==> src/rtl/dvrt_pkg.sv <==
// shared types, widths and codes for the distance vector route table
// no dependencies; imported by the interfaces, the top level and the testbench

package dvrt_pkg;

   localparam int TABLE_ENTRIES = 8;
   localparam int IDX_W         = $clog2(TABLE_ENTRIES);
   localparam int ADDR_W        = 32;
   localparam int PREFIX_W      = 6;
   localparam int DIST_W        = 32;
   localparam int AGE_W         = 8;
   localparam int CMD_W         = 2;
   localparam int KIND_W        = 2;
   localparam int STATUS_W      = 2;
   localparam int SLOT_W        = 3;
   localparam int CNT_W         = 4;
   localparam int CSR_IDX_W     = 1;
   localparam int CSR_DATA_W    = 8;

   localparam logic [IDX_W-1:0] LAST_IDX = IDX_W'(TABLE_ENTRIES - 1);
   localparam logic [AGE_W-1:0] AGE_MAX  = '1;
   localparam logic [CNT_W-1:0] CNT_MAX  = '1;

   localparam logic [CSR_IDX_W-1:0]  CSR_DIRECT_AGE_LIMIT   = CSR_IDX_W'(0);
   localparam logic [CSR_IDX_W-1:0]  CSR_INDIRECT_AGE_LIMIT = CSR_IDX_W'(1);
   localparam logic [CSR_DATA_W-1:0] DIRECT_AGE_RESET       = CSR_DATA_W'(4);
   localparam logic [CSR_DATA_W-1:0] INDIRECT_AGE_RESET     = CSR_DATA_W'(2);

   typedef enum logic [CMD_W-1:0] {
      CMD_ADD   = 2'd0,
      CMD_INVAL = 2'd1,
      CMD_TICK  = 2'd2,
      CMD_NONE  = 2'd3
   } cmd_type;

   typedef enum logic [KIND_W-1:0] {
      KIND_FREE    = 2'd0,
      KIND_DIRECT  = 2'd1,
      KIND_VIA     = 2'd2,
      KIND_UNREACH = 2'd3
   } kind_type;

   typedef enum logic [STATUS_W-1:0] {
      ST_MATCH  = 2'd0,
      ST_STORED = 2'd1,
      ST_FULL   = 2'd2,
      ST_DONE   = 2'd3
   } status_type;

   typedef enum logic [2:0] {
      S_IDLE,
      S_READ,
      S_EXEC,
      S_CREAD,
      S_CEXEC,
      S_FILL,
      S_RESP
   } state_type;

   typedef struct packed {
      logic [ADDR_W-1:0]   dest_ip;
      logic [PREFIX_W-1:0] prefix;
      logic [ADDR_W-1:0]   next_hop;
      logic [DIST_W-1:0]   distance;
      kind_type            kind;
      logic [AGE_W-1:0]    age;
   } entry_type;

endpackage

==> src/rtl/dvrt_req_if.sv <==
// request channel: command and route fields with valid/ready
// depends on dvrt_pkg for field widths

interface dvrt_req_if;
   import dvrt_pkg::*;

   logic                valid;
   logic                ready;
   logic [CMD_W-1:0]    command;
   logic [ADDR_W-1:0]   dest_ip;
   logic [PREFIX_W-1:0] dest_prefix;
   logic [ADDR_W-1:0]   next_hop_ip;
   logic [DIST_W-1:0]   route_distance;
   logic [KIND_W-1:0]   route_kind;
   logic [AGE_W-1:0]    initial_age;

   modport source (
      output valid, command, dest_ip, dest_prefix, next_hop_ip,
             route_distance, route_kind, initial_age,
      input  ready
   );
   modport sink (
      input  valid, command, dest_ip, dest_prefix, next_hop_ip,
             route_distance, route_kind, initial_age,
      output ready
   );
endinterface

==> src/rtl/dvrt_rsp_if.sv <==
// response channel: status, slot and change count with valid/ready
// depends on dvrt_pkg for field widths

interface dvrt_rsp_if;
   import dvrt_pkg::*;

   logic                valid;
   logic                ready;
   logic [STATUS_W-1:0] status;
   logic [SLOT_W-1:0]   slot_index;
   logic [CNT_W-1:0]    changed_count;

   modport source (
      output valid, status, slot_index, changed_count,
      input  ready
   );
   modport sink (
      input  valid, status, slot_index, changed_count,
      output ready
   );
endinterface

==> src/rtl/distance_vector_route_table.sv <==
// distance vector route table: top level with sequencer, entry update unit and table ram
// depends on dvrt_pkg, dvrt_req_if, dvrt_rsp_if and dvrt_ram
//
// channel   direction  transaction
// req_bus   in         one command: add, invalidate, tick or none (with route fields)
// rsp_bus   out        one result per command: status, slot_index, changed_count
// csr_*     in         limit register write, taken on any cycle with csr_we
//
// every entry visit goes through the single table read port: a read state, then an update state
// add: scan up to the match (or all), fill a free slot if none matched and one is free, respond
// invalidate and tick: scan all entries, a full cascade scan per direct route dropped, respond
// reset clears one valid bit per entry at once; an entry never written reads as all zero
// one command at a time: req ready only when idle, result held until rsp ready

module distance_vector_route_table (
   input  logic                          clock,
   input  logic                          reset,
   dvrt_req_if.sink                      req_bus,
   dvrt_rsp_if.source                    rsp_bus,
   input  logic                          csr_we,
   input  logic [dvrt_pkg::CSR_IDX_W-1:0]  csr_index,
   input  logic [dvrt_pkg::CSR_DATA_W-1:0] csr_wdata
);
   import dvrt_pkg::*;

   // sequencer and datapath registers
   state_type           state_ff, state_in;
   cmd_type             cmd_ff, cmd_in;
   entry_type           new_ff, new_in;         // route carried by an add, match key of an invalidate
   logic [IDX_W-1:0]    idx_ff, idx_in;         // outer table scan
   logic [IDX_W-1:0]    cidx_ff, cidx_in;       // cascade scan
   logic [ADDR_W-1:0]   hop_ff, hop_in;         // address whose routes get freed
   logic                have_free_ff, have_free_in;
   logic [IDX_W-1:0]    free_ff, free_in;
   logic [CNT_W-1:0]    cnt_ff, cnt_in;
   status_type          status_ff, status_in;
   logic [IDX_W-1:0]    slot_ff, slot_in;
   logic [CSR_DATA_W-1:0] direct_lim_ff;
   logic [CSR_DATA_W-1:0] indirect_lim_ff;
   logic [TABLE_ENTRIES-1:0] valid_ff;

   // table ram port
   logic                ram_we;
   logic [IDX_W-1:0]    ram_waddr;
   entry_type           ram_wdata;
   logic [IDX_W-1:0]    ram_raddr;
   logic [$bits(entry_type)-1:0] ram_rdata;

   // shared entry update unit
   logic [IDX_W-1:0]    cur_addr;
   entry_type           cur;
   logic                req_accept;
   logic                add_hit, add_take, free_now;
   logic                inv_hit, too_old, drop, drop_direct, drop_via;
   logic                hop_hit;
   logic [AGE_W-1:0]    aged;
   logic [CNT_W-1:0]    cnt_inc;
   logic                idx_last, cidx_last;

   assign req_accept = req_bus.valid && req_bus.ready;

   // cascade uses its own pointer; everything else walks the outer pointer
   assign cur_addr  = (state_ff == S_CREAD || state_ff == S_CEXEC) ? cidx_ff : idx_ff;
   assign ram_raddr = cur_addr;
   assign cur       = valid_ff[cur_addr] ? entry_type'(ram_rdata) : entry_type'('0);
   assign idx_last  = (idx_ff == LAST_IDX);
   assign cidx_last = (cidx_ff == LAST_IDX);

   // compare and update decisions for the entry just read
   always_comb begin
      add_hit  = (cur.dest_ip == new_ff.dest_ip);
      add_take = (cur.distance >= new_ff.distance) || (cur.kind == KIND_UNREACH) ||
                 (cur.next_hop == new_ff.next_hop);
      free_now = have_free_ff || (cur.kind == KIND_FREE);
      inv_hit  = (cur.dest_ip == new_ff.dest_ip) && (cur.prefix == new_ff.prefix);
      aged     = (cur.age == AGE_MAX) ? cur.age : cur.age + AGE_W'(1);
      too_old  = ((cur.kind == KIND_DIRECT) && (aged > direct_lim_ff)) ||
                 ((cur.kind == KIND_VIA) && (aged > indirect_lim_ff));
      priority case (cmd_ff)
         CMD_INVAL: drop = inv_hit;
         CMD_TICK:  drop = too_old;
         default:   drop = 1'b0;
      endcase
      drop_direct = drop && (cur.kind == KIND_DIRECT);
      drop_via    = drop && (cur.kind == KIND_VIA);
      hop_hit     = (cur.kind == KIND_VIA) && (cur.next_hop == hop_ff);
      cnt_inc     = (cnt_ff == CNT_MAX) ? cnt_ff : cnt_ff + CNT_W'(1);
   end

   // next state
   always_comb begin
      state_in = state_ff;
      unique case (state_ff)
         S_IDLE: begin
            if (req_accept) begin
               state_in = (cmd_type'(req_bus.command) == CMD_NONE) ? S_RESP : S_READ;
            end
         end
         S_READ: begin
            state_in = S_EXEC;
         end
         S_EXEC: begin
            if (cmd_ff == CMD_ADD) begin
               if (add_hit) begin
                  state_in = S_RESP;
               end else if (idx_last) begin
                  state_in = free_now ? S_FILL : S_RESP;
               end else begin
                  state_in = S_READ;
               end
            end else if (drop_direct) begin
               state_in = S_CREAD;
            end else begin
               state_in = idx_last ? S_RESP : S_READ;
            end
         end
         S_CREAD: begin
            state_in = S_CEXEC;
         end
         S_CEXEC: begin
            if (!cidx_last) begin
               state_in = S_CREAD;
            end else begin
               state_in = idx_last ? S_RESP : S_READ;
            end
         end
         S_FILL: begin
            state_in = S_RESP;
         end
         S_RESP: begin
            if (rsp_bus.ready) begin
               state_in = S_IDLE;
            end
         end
      endcase
   end

   // datapath and table writes
   always_comb begin
      cmd_in       = cmd_ff;
      new_in       = new_ff;
      idx_in       = idx_ff;
      cidx_in      = cidx_ff;
      hop_in       = hop_ff;
      have_free_in = have_free_ff;
      free_in      = free_ff;
      cnt_in       = cnt_ff;
      status_in    = status_ff;
      slot_in      = slot_ff;
      ram_we       = 1'b0;
      ram_waddr    = cur_addr;
      ram_wdata    = cur;
      unique case (state_ff)
         S_IDLE: begin
            if (req_accept) begin
               cmd_in          = cmd_type'(req_bus.command);
               new_in.dest_ip  = req_bus.dest_ip;
               new_in.prefix   = req_bus.dest_prefix;
               new_in.next_hop = req_bus.next_hop_ip;
               new_in.distance = req_bus.route_distance;
               new_in.kind     = kind_type'(req_bus.route_kind);
               new_in.age      = req_bus.initial_age;
               idx_in          = '0;
               cidx_in         = '0;
               have_free_in    = 1'b0;
               free_in         = '0;
               cnt_in          = '0;
               status_in       = ST_DONE;
               slot_in         = '0;
            end
         end
         S_EXEC: begin
            if (cmd_ff == CMD_ADD) begin
               if (add_hit) begin
                  status_in = ST_MATCH;
                  slot_in   = idx_ff;
                  if (add_take) begin
                     ram_we    = 1'b1;
                     ram_wdata = new_ff;
                     if (new_ff.kind != cur.kind) begin
                        cnt_in = cnt_inc;
                     end
                  end
               end else begin
                  if (cur.kind == KIND_FREE) begin
                     have_free_in = 1'b1;
                     free_in      = idx_ff;
                  end
                  if (idx_last) begin
                     if (!free_now) begin
                        status_in = ST_FULL;
                     end
                  end else begin
                     idx_in = idx_ff + IDX_W'(1);
                  end
               end
            end else begin
               // invalidate or tick: tick always writes back the aged entry
               ram_we = (cmd_ff == CMD_TICK) || drop;
               if (cmd_ff == CMD_TICK) begin
                  ram_wdata.age = aged;
               end
               if (drop_direct) begin
                  ram_wdata.distance = '1;
                  ram_wdata.kind     = KIND_UNREACH;
                  cnt_in             = cnt_inc;
                  hop_in             = cur.dest_ip;
                  cidx_in            = '0;
               end else begin
                  if (drop_via) begin
                     ram_wdata.kind = KIND_FREE;
                     cnt_in         = cnt_inc;
                  end
                  if (!idx_last) begin
                     idx_in = idx_ff + IDX_W'(1);
                  end
               end
            end
         end
         S_CEXEC: begin
            if (hop_hit) begin
               ram_we         = 1'b1;
               ram_wdata.kind = KIND_FREE;
               cnt_in         = cnt_inc;
            end
            if (!cidx_last) begin
               cidx_in = cidx_ff + IDX_W'(1);
            end else if (!idx_last) begin
               idx_in = idx_ff + IDX_W'(1);
            end
         end
         S_FILL: begin
            ram_we    = 1'b1;
            ram_waddr = free_ff;
            ram_wdata = new_ff;
            status_in = ST_STORED;
            slot_in   = free_ff;
            if (new_ff.kind != KIND_FREE) begin
               cnt_in = cnt_inc;
            end
         end
         S_READ, S_CREAD, S_RESP: begin
         end
      endcase
   end

   always_ff @(posedge clock) begin
      if (reset) begin
         state_ff        <= S_IDLE;
         valid_ff        <= '0;
         direct_lim_ff   <= DIRECT_AGE_RESET;
         indirect_lim_ff <= INDIRECT_AGE_RESET;
      end else begin
         state_ff <= state_in;
         if (ram_we) begin
            valid_ff[ram_waddr] <= 1'b1;
         end
         if (csr_we) begin
            unique case (csr_index)
               CSR_DIRECT_AGE_LIMIT:   direct_lim_ff   <= csr_wdata;
               CSR_INDIRECT_AGE_LIMIT: indirect_lim_ff <= csr_wdata;
            endcase
         end
      end
   end

   // payload registers
   always_ff @(posedge clock) begin
      cmd_ff       <= cmd_in;
      new_ff       <= new_in;
      idx_ff       <= idx_in;
      cidx_ff      <= cidx_in;
      hop_ff       <= hop_in;
      have_free_ff <= have_free_in;
      free_ff      <= free_in;
      cnt_ff       <= cnt_in;
      status_ff    <= status_in;
      slot_ff      <= slot_in;
   end

   dvrt_ram #(
      .WIDTH ($bits(entry_type)),
      .DEPTH (TABLE_ENTRIES)
   ) u_table (
      .clock (clock),
      .we    (ram_we),
      .waddr (ram_waddr),
      .wdata (ram_wdata),
      .raddr (ram_raddr),
      .rdata (ram_rdata)
   );

   assign req_bus.ready         = (state_ff == S_IDLE);
   assign rsp_bus.valid         = (state_ff == S_RESP);
   assign rsp_bus.status        = status_ff;
   assign rsp_bus.slot_index    = SLOT_W'(slot_ff);
   assign rsp_bus.changed_count = cnt_ff;

   // one transaction in flight: never ready while a result is pending
   a_no_overlap: assert property (@(posedge clock) disable iff (reset)
      req_bus.ready |-> !rsp_bus.valid)
      else $error("request ready while a result is pending");

   a_busy_after_accept: assert property (@(posedge clock) disable iff (reset)
      req_accept |=> !req_bus.ready)
      else $error("request taken while a command is still running");

   // the cascade pass only ever frees routes
   a_cascade_frees: assert property (@(posedge clock) disable iff (reset)
      (state_ff == S_CEXEC && ram_we) |-> (ram_wdata.kind == KIND_FREE))
      else $error("cascade wrote a kind other than free");

   a_full_untouched: assert property (@(posedge clock) disable iff (reset)
      (rsp_bus.valid && rsp_bus.status == ST_FULL) |->
         (rsp_bus.changed_count == '0 && rsp_bus.slot_index == '0))
      else $error("full table reported with a change or a slot");
endmodule

==> src/rtl/dvrt_ram.sv <==
// generic single write port, single read port ram with registered read
// no dependencies

module dvrt_ram #(
   parameter int WIDTH = 8,
   parameter int DEPTH = 8
) (
   input  logic                     clock,
   input  logic                     we,
   input  logic [$clog2(DEPTH)-1:0] waddr,
   input  logic [WIDTH-1:0]         wdata,
   input  logic [$clog2(DEPTH)-1:0] raddr,
   output logic [WIDTH-1:0]         rdata
);
   logic [WIDTH-1:0] mem_ff [DEPTH];
   logic [WIDTH-1:0] rdata_ff;

   always_ff @(posedge clock) begin
      if (we) begin
         mem_ff[waddr] <= wdata;
      end
      rdata_ff <= mem_ff[raddr];
   end

   assign rdata = rdata_ff;
endmodule

==> src/flat_wrapper.sv <==
// flat-port wrapper written by rule: the top's interface ports become plain ports
module distance_vector_route_table_flat import dvrt_pkg::*;
  (clock, reset, csr_we, csr_index, csr_wdata, req_bus_valid, req_bus_command, req_bus_dest_ip, req_bus_dest_prefix, req_bus_next_hop_ip, req_bus_route_distance, req_bus_route_kind, req_bus_initial_age, req_bus_ready, rsp_bus_valid, rsp_bus_status, rsp_bus_slot_index, rsp_bus_changed_count, rsp_bus_ready);
  dvrt_req_if req_bus_i ();
  dvrt_rsp_if rsp_bus_i ();
  input  logic clock;
  input  logic reset;
  input  logic csr_we;
  input  logic [dvrt_pkg::CSR_IDX_W-1:0] csr_index;
  input  logic [dvrt_pkg::CSR_DATA_W-1:0] csr_wdata;
  input wire logic [$bits(req_bus_i.valid)-1:0] req_bus_valid;
  input wire logic [$bits(req_bus_i.command)-1:0] req_bus_command;
  input wire logic [$bits(req_bus_i.dest_ip)-1:0] req_bus_dest_ip;
  input wire logic [$bits(req_bus_i.dest_prefix)-1:0] req_bus_dest_prefix;
  input wire logic [$bits(req_bus_i.next_hop_ip)-1:0] req_bus_next_hop_ip;
  input wire logic [$bits(req_bus_i.route_distance)-1:0] req_bus_route_distance;
  input wire logic [$bits(req_bus_i.route_kind)-1:0] req_bus_route_kind;
  input wire logic [$bits(req_bus_i.initial_age)-1:0] req_bus_initial_age;
  output wire logic [$bits(req_bus_i.ready)-1:0] req_bus_ready;
  output wire logic [$bits(rsp_bus_i.valid)-1:0] rsp_bus_valid;
  output wire logic [$bits(rsp_bus_i.status)-1:0] rsp_bus_status;
  output wire logic [$bits(rsp_bus_i.slot_index)-1:0] rsp_bus_slot_index;
  output wire logic [$bits(rsp_bus_i.changed_count)-1:0] rsp_bus_changed_count;
  input wire logic [$bits(rsp_bus_i.ready)-1:0] rsp_bus_ready;
  assign req_bus_i.valid = req_bus_valid;
  assign req_bus_i.command = req_bus_command;
  assign req_bus_i.dest_ip = req_bus_dest_ip;
  assign req_bus_i.dest_prefix = req_bus_dest_prefix;
  assign req_bus_i.next_hop_ip = req_bus_next_hop_ip;
  assign req_bus_i.route_distance = req_bus_route_distance;
  assign req_bus_i.route_kind = req_bus_route_kind;
  assign req_bus_i.initial_age = req_bus_initial_age;
  assign req_bus_ready = req_bus_i.ready;
  assign rsp_bus_valid = rsp_bus_i.valid;
  assign rsp_bus_status = rsp_bus_i.status;
  assign rsp_bus_slot_index = rsp_bus_i.slot_index;
  assign rsp_bus_changed_count = rsp_bus_i.changed_count;
  assign rsp_bus_i.ready = rsp_bus_ready;
  distance_vector_route_table u_core (.clock(clock), .reset(reset), .req_bus(req_bus_i), .rsp_bus(rsp_bus_i), .csr_we(csr_we), .csr_index(csr_index), .csr_wdata(csr_wdata));
endmodule
==> config.mk <==
export PLATFORM = sky130hd
export DESIGN_NAME = distance_vector_route_table_flat
export DESIGN_NICKNAME = d
export VERILOG_FILES = /design/src/rtl/dvrt_pkg.sv /design/src/rtl/dvrt_req_if.sv /design/src/rtl/dvrt_rsp_if.sv /design/src/rtl/distance_vector_route_table.sv /design/src/rtl/dvrt_ram.sv /design/src/flat_wrapper.sv
export SDC_FILE = /design/constraint.sdc
export NUM_CORES = 1
export LEC_CHECK = 0
export ABC_AREA = 0
export BUFFER_PORTS_ARGS = -buffer_cell sky130_fd_sc_hd__buf_4
export CAP_MARGIN = 15
export CORE_ASPECT_RATIO = 1.5
export CORE_MARGIN = 1
export CORE_UTILIZATION = 50
export DETAILED_ROUTE_END_ITERATION = 12
export GPL_ROUTABILITY_DRIVEN = 0
export GPL_TIMING_DRIVEN = 0
export PLACE_DENSITY = 0.66
export SLEW_MARGIN = 0
export SYNTH_ARGS = -nofsm -noshare
export SYNTH_HDL_FRONTEND = slang
export SYNTH_SLANG_ARGS = --single-unit
==> constraint.sdc <==
create_clock -name clock -period 18.8 [get_ports clock]
set_input_delay 0.94 -clock clock [delete_from_list [all_inputs] [get_ports clock]]
set_output_delay 0.94 -clock clock [all_outputs]
set_load 0.01 [all_outputs]
# After elaboration in Yosys (flattened, before gate mapping)
# Memory sizes are Yosys's and may differ from the RTL's. A register that Yosys moved wholly into a read port is not among the register bits.
# Index checks and enable logic that the tools add are counted.
[word_totals]
ff_bits = 192
latchBits = 0
mem_bits_rw = 896
rom_bits = 0
inputBits = 128
output_inout_bits = 11
word_cells = 186
memories = 1
[mem_list]
columns = ["memory", "words", "width", "read_ports", "rd_ports_with_merged_regs", "write_ports", "line", "rtl"]
rows = [
  ["u_core.u_table.mem_ff", 8, 112, 1, 1, 1, "dvrt_ram.sv:15", "logic [WIDTH-1:0] mem_ff [DEPTH];"],
]
[classes]
n_addsub = 4
multipliers = 0
div_mod_pow = 0
order_cmp = 6
eq_ne = 41
shifts = 0
n_mux = 79
n_bitwise = 3
reduce_logical = 33
[op_table]
columns = ["cell", "count"]
rows = [
  ["two-way mux 112 bit", 3],
  ["case mux 102 bit (2 select lines)", 1],
  ["equality test 32 bit", 3],
  ["two-way mux 3 bit", 25],
  ["two-way mux 70 bit", 1],
  ["two-way mux 42 bit", 1],
  ["two-way mux 4 bit", 10],
  [">= comparator 32 bit", 1],
  ["two-way mux 32 bit", 1],
  ["case mux 3 bit (3 select lines)", 3],
  ["case mux 3 bit (7 select lines)", 1],
  ["AND reduction 5 bit", 4],
  ["two-way mux 2 bit", 9],
  ["greater-than comparator 8 bit", 2],
  ["two-way mux 8 bit", 2],
  ["!= test 2 x 1 -> 1 bit, second input constant", 8],
  ["case mux 4 bit (4 select lines)", 1],
  ["case mux 8 bit (2 select lines)", 1],
  ["equality test 3 bit, second input constant", 5],
  ["two-way mux 1 bit", 12],
  ["case mux 2 bit (3 select lines)", 2],
  ["!= test 3 x 2 -> 1 bit, second input constant", 3],
  ["!= test 3 bit, second input constant", 3],
  ["adder 8 x 1 -> 8 bit, second input constant", 1],
  ["other kinds (33)", 63],
]

# Depth between registers and ports, before layout
# Gate-level depths: netlist (run 1).
[logic_depth]
ltp_word = 17
mapped_depth = 35
mapped_depth_nobuf = 25

# Modules after synthesis
# From an unflattened synthesis (run 1), not the netlist that was laid out.
[hier_totals]
hier_cells = 2777
area_unflattened_um2 = 48836.8
[modules_own_cells]
columns = ["mod", "n_inst", "cells_per_inst", "area_per_inst_um2", "seq_area_each_um2"]
rows = [
  ["dvrt_ram", 1, 1419, 36154.7, 29148.0],
  ["distance_vector_route_table", 1, 1358, 12682.2, 5495.3],
]

# Worst setup path after synthesis (run 1)
# OpenSTA, ideal clock, no wires.
[synth_timing]
path_type = "reg2reg"
start = "reg u_core.cidx_ff[0]"
end = "mem u_core.u_table.mem_ff[6][0] in the netlist's numbering (enable)"
setup_time_ps = 721
arrival_ps = 12905
t_required_ps = 18079
setup_slack_ps = 5174
stages_incl_launch_ff = 31
path_buffers = 10
period_less_slack_ps = 13626
cell_sequence = "edfxtp_1 nor4bb_1 a311oi_2 and2_1 buf_2 o2111a_1 nor4_2 buf_2 buf_2 buf_2 buf_2 buf_2 buf_2 buf_2 clkbuf_1 nand2_1 inv_1 ha_1 a21o_1 a21o_1 a21o_1 a21o_1 a21o_1 a21o_1 a221oi_1 o31a_1 o31ai_4 a2bb2oi_4 nor2_2 buf_2 nor3_1"
[synth_via]
elab_chain_len = 15
elab_cells_between_ends = 34
classes_between = "add/sub (1); order compare (3); eq/ne (8); mux (14); reduce/logical (8)"
[synth_lines]
columns = ["element", "line", "rtl"]
rows = [
  ["from (decl)", "distance_vector_route_table.sv:31", "logic [IDX_W-1:0] cidx_ff, cidx_in;"],
  ["from (signal assigned)", "distance_vector_route_table.sv:272", "cidx_ff <= cidx_in;"],
  ["two-way mux 3 bit (*)", "distance_vector_route_table.sv:63", "assign cur_addr = (state_ff == S_CREAD || state_ff == S_CEXEC) ? cidx_ff : idx_ff;"],
  ["binary-select mux 1 bit (select 3 bit)", "distance_vector_route_table.sv:65", "assign cur = valid_ff[cur_addr] ? entry_type'(ram_rdata) : entry_type'('0);"],
  ["two-way mux 1 bit (implied by the code)", "distance_vector_route_table.sv:65", ""],
  ["two-way mux 112 bit", "distance_vector_route_table.sv:65", ""],
  ["adder 8 x 1 -> 8 bit / equality test 8 bit (equally long branches)", "distance_vector_route_table.sv:76", "aged = (cur.age == AGE_MAX) ? cur.age : cur.age + AGE_W'(1);"],
  ["two-way mux 8 bit", "distance_vector_route_table.sv:76", ""],
  ["greater-than comparator 8 bit (on tied branches)", "distance_vector_route_table.sv:77, distance_vector_route_table.sv:78", ""],
  ["logical AND 1 bit (on tied branches)", "distance_vector_route_table.sv:77, distance_vector_route_table.sv:78", ""],
  ["logical OR 1 bit", "distance_vector_route_table.sv:77", "too_old = ((cur.kind == KIND_DIRECT) && (aged > direct_lim_ff)) ||"],
  ["case mux 1 bit (2 select lines)", "distance_vector_route_table.sv:79", "priority case (cmd_ff)"],
  ["logical OR 1 bit", "distance_vector_route_table.sv:199", "ram_we = (cmd_ff == CMD_TICK) || drop;"],
  ["two-way mux 1 bit", "distance_vector_route_table.sv:173", "if (cmd_ff == CMD_ADD) begin"],
  ["case mux 1 bit (3 select lines)", "distance_vector_route_table.sv:153", "unique case (state_ff)"],
  ["two-way mux 1 bit", "dvrt_ram.sv:19", "if (we) begin"],
  ["two-way mux 1 bit (implied by the code)", "dvrt_ram.sv:20", "mem_ff[waddr] <= wdata;"],
  ["to (decl)", "dvrt_ram.sv:15", ""],
]
# Mark *: on every way between the ends. The rest lies on a longest branch, timed or not. The select of a mux whose other input is x is not followed.

# Final worst setup path (run 1)
[layout_timing]
start = "reg u_core.state_ff[0]"
end = "mem u_core.u_table.mem_ff[7][23] in the netlist's numbering (enable)"
[layout_via]
elab_chain_len = 17
elab_cells_between_ends = 39
classes_between = "add/sub (1); order compare (3); eq/ne (12); mux (14); reduce/logical (9)"
[layout_lines]
columns = ["element", "line", "rtl"]
rows = [
  ["from (decl)", "distance_vector_route_table.sv:27", "state_type state_ff, state_in;"],
  ["from (signal assigned)", "distance_vector_route_table.sv:254", "state_ff <= state_in;"],
  ["equality test 3 x 2 -> 1 bit / equality test 3 bit (equally long branches)", "distance_vector_route_table.sv:63, distance_vector_route_table.sv:153", ""],
  ["logical OR 1 bit", "distance_vector_route_table.sv:63", ""],
  ["two-way mux 3 bit", "distance_vector_route_table.sv:63", ""],
  ["binary-select mux 1 bit (select 3 bit)", "distance_vector_route_table.sv:65", ""],
  ["two-way mux 1 bit (implied by the code)", "distance_vector_route_table.sv:65", ""],
  ["two-way mux 112 bit", "distance_vector_route_table.sv:65", ""],
  ["adder 8 x 1 -> 8 bit / equality test 8 bit (equally long branches)", "distance_vector_route_table.sv:76", ""],
  ["two-way mux 8 bit", "distance_vector_route_table.sv:76", ""],
  ["greater-than comparator 8 bit (on tied branches)", "distance_vector_route_table.sv:77, distance_vector_route_table.sv:78", ""],
  ["logical AND 1 bit (on tied branches)", "distance_vector_route_table.sv:77, distance_vector_route_table.sv:78", ""],
  ["logical OR 1 bit", "distance_vector_route_table.sv:77", ""],
  ["case mux 1 bit (2 select lines)", "distance_vector_route_table.sv:79", ""],
  ["logical OR 1 bit", "distance_vector_route_table.sv:199", ""],
  ["two-way mux 1 bit", "distance_vector_route_table.sv:173", ""],
  ["case mux 1 bit (3 select lines)", "distance_vector_route_table.sv:153", ""],
  ["two-way mux 1 bit", "dvrt_ram.sv:19", ""],
  ["two-way mux 1 bit (implied by the code)", "dvrt_ram.sv:20", ""],
]
# Several ways; a longest one is shown, not always the timed one. The select of a mux whose other input is x is not followed.

==> results of run 1 <==
[state kept, by name, summed over array words and instances, names as in the netlist, 3 cells and up]
register                      cells
u_core.idx_ff                     3
u_core.u_table.rdata            112
u_core.valid_ff                   8
u_core.cidx_ff                    3
u_core.direct_lim_ff              8
u_core.free_ff                    3
u_core.rsp_bus.changed_count      4
u_core.state_ff                   3
u_core.new_ff                   112
u_core.rsp_bus.slot_index         3
u_core.u_table.mem_ff           896
u_core.hop_ff                    32
u_core.indirect_lim_ff            8
[worst reg2reg max path: cells and delay by family, from the launching register on]
kind,cells,cell delay [ps]
flops,1,320
fa+ha+maj,1,230
compound gates,11,3390
simple gates,6,1890
buf+inv,18,5070
[placed cells by master (no fill, tap or decap), types with 56 or more instances in the layout]
cell and instances:
buf_4 146, a21oi_1 280, edfxtp_1 1061, nand2_1 1190, ha_1 56, nand3_1 400
inv_1 109, buf_6 91, o21ai_0 181, clkbuf_1 219, clkbuf_16 110, dfxtp_1 139
[synth_stat cells (6+ instances only)]
| master | number |
|---|---|
| o21ai_0 | 181 |
| nand2_1 | 1190 |
| mux2i_1 | 7 |
| mux2_2 | 31 |
| buf_2 | 33 |
| nor3_1 | 29 |
| and3_1 | 9 |
| xor2_1 | 52 |
| a211oi_1 | 15 |
| and2_1 | 49 |
| edfxtp_1 | 1061 |
| a21o_1 | 25 |
| a221oi_1 | 7 |
| a31oi_1 | 10 |
| nor4_1 | 23 |
| o211ai_1 | 8 |
| o32ai_1 | 13 |
| nor2_1 | 51 |
| a21boi_0 | 7 |
| xnor2_1 | 22 |
| nand4_1 | 22 |
| nor2b_1 | 14 |
| a2111oi_0 | 6 |
| inv_1 | 110 |
| dfxtp_1 | 139 |
| a22oi_1 | 37 |
| o22ai_1 | 17 |
| a21oi_1 | 281 |
| ha_1 | 56 |
| o31ai_1 | 11 |
| nand3_1 | 400 |
| clkbuf_1 | 193 |
| buf_1 | 16 |
| nand2b_1 | 13 |
[per-layer routing]
layer  vias up  routed length (um)
met3       491               13420
met4         4               10120
met2      2018               75480
li1      15837                   -
met1     17275               53710
met5         -                  25
[layout make-up]
type,count,area (um2),area share
Clock buffer,151,3057,0.05322
Inverter,111,421.7,0.007342
Tap cell,1287,1610,0.02804
Buffer,245,979.7,0.01706
Sequential cell,1200,34640,0.6032
Antenna cell,1,2.502,0.00004357
Multi-Input combinational cell,2659,13580,0.2364
Timing Repair Buffer,264,2541,0.04425
Clock inverter,52,603.1,0.01050
[how the worst max path moves through the flow]
stage                                    start                                     end  slack [ps]  depth (start not counted)
3_3_place_gp   u_core.state_ff[1]$_SDFFE_PP0P_  u_core.u_table.mem_ff[6][87]$_DFFE_PP_       -7770                         28
2_1_floorplan  u_core.cidx_ff[0]$_SDFFCE_PP0P_   u_core.u_table.mem_ff[6][0]$_DFFE_PP_        5170                         30
3_5_place_dp   u_core.state_ff[2]$_SDFFE_PP0P_  u_core.u_table.mem_ff[1][45]$_DFFE_PP_        7880                         29
4_1_cts        u_core.state_ff[2]$_SDFFE_PP0P_  u_core.u_table.mem_ff[0][45]$_DFFE_PP_        7810                         29
6_report       u_core.state_ff[0]$_SDFFE_PP0P_  u_core.u_table.mem_ff[7][23]$_DFFE_PP_        7670                         36
5_1_grt        u_core.state_ff[2]$_SDFFE_PP0P_  u_core.u_table.mem_ff[7][21]$_DFFE_PP_        7580                         35
[logic make-up after synthesis]
family,share of synthesized area
compound gates,0.07888
mux,0.009367
fa+ha+maj,0.01414
flops,0.6991
buf+inv,0.02818
xor+xnor,0.01308
simple gates,0.1573
[per-stage QoR]
| step | hold WS (ps) | util | TNS, ps | instance area (um2) | worst slack (ps) |
|---|---|---|---|---|---|
| final | 378.2 | 0.5845 | 0 | 57430 | 7671 |
| after global routing | 366.3 | 0.5845 | 0 | 57430 | 7580 |
| after CTS | 348.3 | 0.5837 | 0 | 57360 | 7814 |
| after detailed placement | 447.5 | 0.5465 | 0 | 53700 | 7882 |
| after global placement | 441.5 | 0.5311 | -6251990 | 52190 | -7774 |
| after floorplan | 435.4 | - | 0 | 49550 | 5174 |
==> reports/metrics.cfg, run 1 <==
[worst_setup_path]
cpPeakStageDelay_ps = 960
crit_slowest_cell = nor4_2
crit_required_ps = 19290
crit_type = register to register
reg2reg_to = u_core.u_table.mem_ff[7][23]$_DFFE_PP_
path_common_cell = buf_2
path_buf_inv = 18
path_max_fanout = 10
arrival_ps = 11620
rrSetupSlack_ps = 7670
r2r-start = u_core.state_ff[0]$_SDFFE_PP0P_
end_kind = register
cp_top_family = buffers and inverters
crit_path_start_kind = register
worstRegToRegCells = 36

[logic_synthesis]
synthTopCellsByArea = edfxtp_1, nand2_1, dfxtp_1, nand3_1, a21oi_1
yosysTopAreaCellShare = 0.6429
yosysSeqAreaShare = 0.6991
synth_seq_cells = 1200
yosysWarnings = 0
synthArstFlopShare = 0
yosys.area.top_type = edfxtp_1
postSynthAreaPerCell_um2 = 11.76
synth_cell_type_count = 71
netlist_instances = 4215
synth_area_um2 = 49550
synth_ff_type = edfxtp_1
synth_edf_count = 1061
syn_nets = 4399

[clock_tree]
cts-root-buf = clkbuf_16
clock_latency_ps = 730
hold_buffers = 0
cts.sinks = 1200
cts_buffer_depth = 3
cts_setup_buffers = 0
cts_tree = done
cts_max_level = 3
clk_pin_slew_worst_paths_ps = 60
cts_buffers = 107
cts_resized = 0

[layout]
drive_gt1_frac = 0.1111
stdcell_count = 5970
fillCellCount = 7803
fin_nets = 4772
syn2layout_area_growth_pct = 15.90

[global_route]
top_usage_layer = met2
grt_first_pass_wirelength_mm = 219.7
gr-total-overflow = 0
use_met2 = 0.5108
gr-usage-met1 = 0.3571
grt_pass1_vias = 34225
grtUsageTotal = 0.3023
antenna_found_initial = 5
use_met3 = 0.05013
grt_max_degree = 60

[route]
drt-total-wl_mm = 152.8
drc = 0
firstDrtPassIters = 6
initialDrtViolationCount = 4141
ant_nets = 0
vias = 35625
wl_per_cell_um = 25.59
via_per_inst = 5.967

[status]
outcome = finished clean

[worst_hold_path]
min_path_type = input port to register
hold_depth = 1
min_to = u_core.new_ff[90]$_DFFE_PP_
min-delay-start = req_bus_dest_ip[10]

[floorplanning]
io_pins = 139
coreArea_um2 = 98270
start_util = 0.5043
die_h_um = 387.6
fp.dieW_um = 259.0
rows = 141
die_area_um2 = 100400

[timing]
max_freq_ghz = 0.08985
rsz0062_at_grt = false
finalCriticalPeriod_ps = 11130
setup_viol_count_final = 0
hold_violations = 0
min_period_over_period = 0.5920
skew_ps = 30.47
slew_headroom = 0.09293
drv_slew = 0
worstMarginPinSlew_ps = 1361

[run]
maxCapViolations = 0

[place]
port-buffer-count = 137
dp_cells = 5761
post-dp-hpwl_mm = 107.8

Power of run 1 is not shown: default switching activity piles up to over one toggle a cycle in this logic, so the estimate is an artifact.
==> inputs of run 2 (changes only) <==
Settings changed: PLACE_DENSITY 0.66 to 0.69.
Clock period 18.8 ns to 9.7 ns, I/O delays scaled along.
==> reports/metrics.cfg, run 2 (same netlist as run 1, synthesis figures left out) <==
[worst_setup_path]
cpPeakStageDelay_ps = 1060
end_kind = register
path_buf_inv = 11
cp_top_family = compound AO/OA/AOI/OAI gates
rrSetupSlack_ps = 60
crit_required_ps = 10040
crit_type = register to register
path_max_fanout = 10
crit_path_start_kind = register
arrival_ps = 9980
path_common_cell = buf_2
crit_slowest_cell = o21ai_0

[route]
via_per_inst = 6.001
initialDrtViolationCount = 4322
ant_nets = 0
vias = 36332
firstDrtPassIters = 6
drt-total-wl_mm = 152.7
wl_per_cell_um = 25.22
drc = 0

[floorplanning]
coreArea_um2 = 98270
die_area_um2 = 100400
io_pins = 139
die_h_um = 387.6
fp.dieW_um = 259.0
start_util = 0.5043
rows = 141

[layout]
largest-register = u_core.u_table.mem_ff
drive_gt1_frac = 0.1043
multiInputGateArea_um2 = 13660
stdcell_count = 6054
largest_reg_flops = 896
fin_nets = 4854
syn2layout_area_growth_pct = 19.42
final_cell_mix = nand2_1, edfxtp_1, nand3_1
mostFrequentLayoutCell = nand2_1
stdcell_area_um2 = 59180
fillCellCount = 7488
seq_area_um2 = 34640

[timing]
worstMarginPinSlew_ps = 1320
min_period_over_period = 0.9935
drv_slew = 0
hold_violations = 0
max_freq_ghz = 0.1038
setup_viol_count_final = 0
slew_headroom = 0.1202
whs_ps = 57.37
finalCriticalPeriod_ps = 9637
skew_ps = 37.50

[clock_tree]
cts_buffer_depth = 3
clock_latency_ps = 740
clk_pin_slew_worst_paths_ps = 70
cts-root-buf = clkbuf_16
cts_max_level = 3
cts_buffers = 108
cts_tree = done
cts.sinks = 1200

[global_route]
grtUsageTotal = 0.3029
grt_first_pass_wirelength_mm = 222.0
grt_max_degree = 93
gr-total-overflow = 0
antenna_found_initial = 2
grt_pass1_vias = 35333

[place]
place_area_um2 = 54050
post-dp-hpwl_mm = 104.5
port-buffer-count = 137
dp_cells = 5716

[worst_hold_path]
min_path_type = input port to register

[status]
outcome = finished clean

[run]
maxCapViolations = 0

==> run 2: cell types whose count changed in the layout (fill, tap and decap cells not counted), moves of 8 or more <==
| cell | delta |
|---|---|
| dlygate4sd3_1 | +121 |
| buf_6 | -88 |
| buf_16 | +48 |
| clkbuf_1 | -12 |
| clkinv_1 | +8 |
| nor3_2 | -8 |
| nor3_4 | +8 |
==> run 2: cell type report <==
| cell class | count | area share |
|---|---|---|
| Timing Repair Buffer | 344 | 0.06886 |
| Timing Repair inverter | 1 | 0.0001269 |
| Clock buffer | 138 | 0.05032 |
| Buffer | 245 | 0.01681 |
| Inverter | 111 | 0.007189 |
| Sequential cell | 1200 | 0.5854 |
| Clock inverter | 68 | 0.01315 |
| Antenna cell | 1 | 0.00004229 |
| Multi-Input combinational cell | 2659 | 0.2309 |
| Tap cell | 1287 | 0.02721 |
==> run 2: stage by stage <==
step / utilization / setup TNS [ps] / worst slack, ps
6_report: 0.6022 / 0 / 62.69
5_1_grt: 0.6022 / -2.109 / -0.7150
4_1_cts: 0.6011 / 0 / 27.40
3_5_place_dp: 0.5501 / -1099670 / -1145
3_3_place_gp: 0.5315 / -9833420 / -9401
2_1_floorplan: - / -322170 / -478.6
==> run 2: worst paths after layout <==
path                                                              from                                      to  cells past startpoint
worst max-delay path                   u_core.state_ff[1]$_SDFFE_PP0P_  u_core.u_table.mem_ff[5][47]$_DFFE_PP_                     29
worst min-delay path                                      csr_wdata[7]    u_core.direct_lim_ff[7]$_SDFFE_PP0P_                      3
worst max register to register         u_core.state_ff[1]$_SDFFE_PP0P_  u_core.u_table.mem_ff[5][47]$_DFFE_PP_                     29
worst min register to register  u_core.indirect_lim_ff[7]$_SDFFE_PP0P_  u_core.indirect_lim_ff[7]$_SDFFE_PP0P_                      2
==> run 2: timing repair <==
item	in CTS	in global routing
cloned	1	0
resized for setup	9	12
endpoints found under the hold margin	124	0
hold buffers	121	0
pin swaps	3	2
endpoints found under the setup margin	1768	924
buffers inserted	2	4
==> run 2: worst register-to-register path: cells and delay by family (launching register included) <==
kind / cells / cell delay (ps)
AOI/OAI and AO/OA: 12 / 4340
adders and majority gates: 1 / 280
buffers and inverters: 11 / 3250
DFF: 1 / 360
and+or+nand+nor: 5 / 1060
==> run 2: per-layer routing <==
metal	share of wire	global-route usage	wire length [um]
met1	0.34	0.3544	52680
met3	0.092	0.04948	13990
met4	0.071	0.2028	10800
met5	0.00055	0	84
met2	0.49	0.5108	75150
Power of run 2 is left out for the same reason.
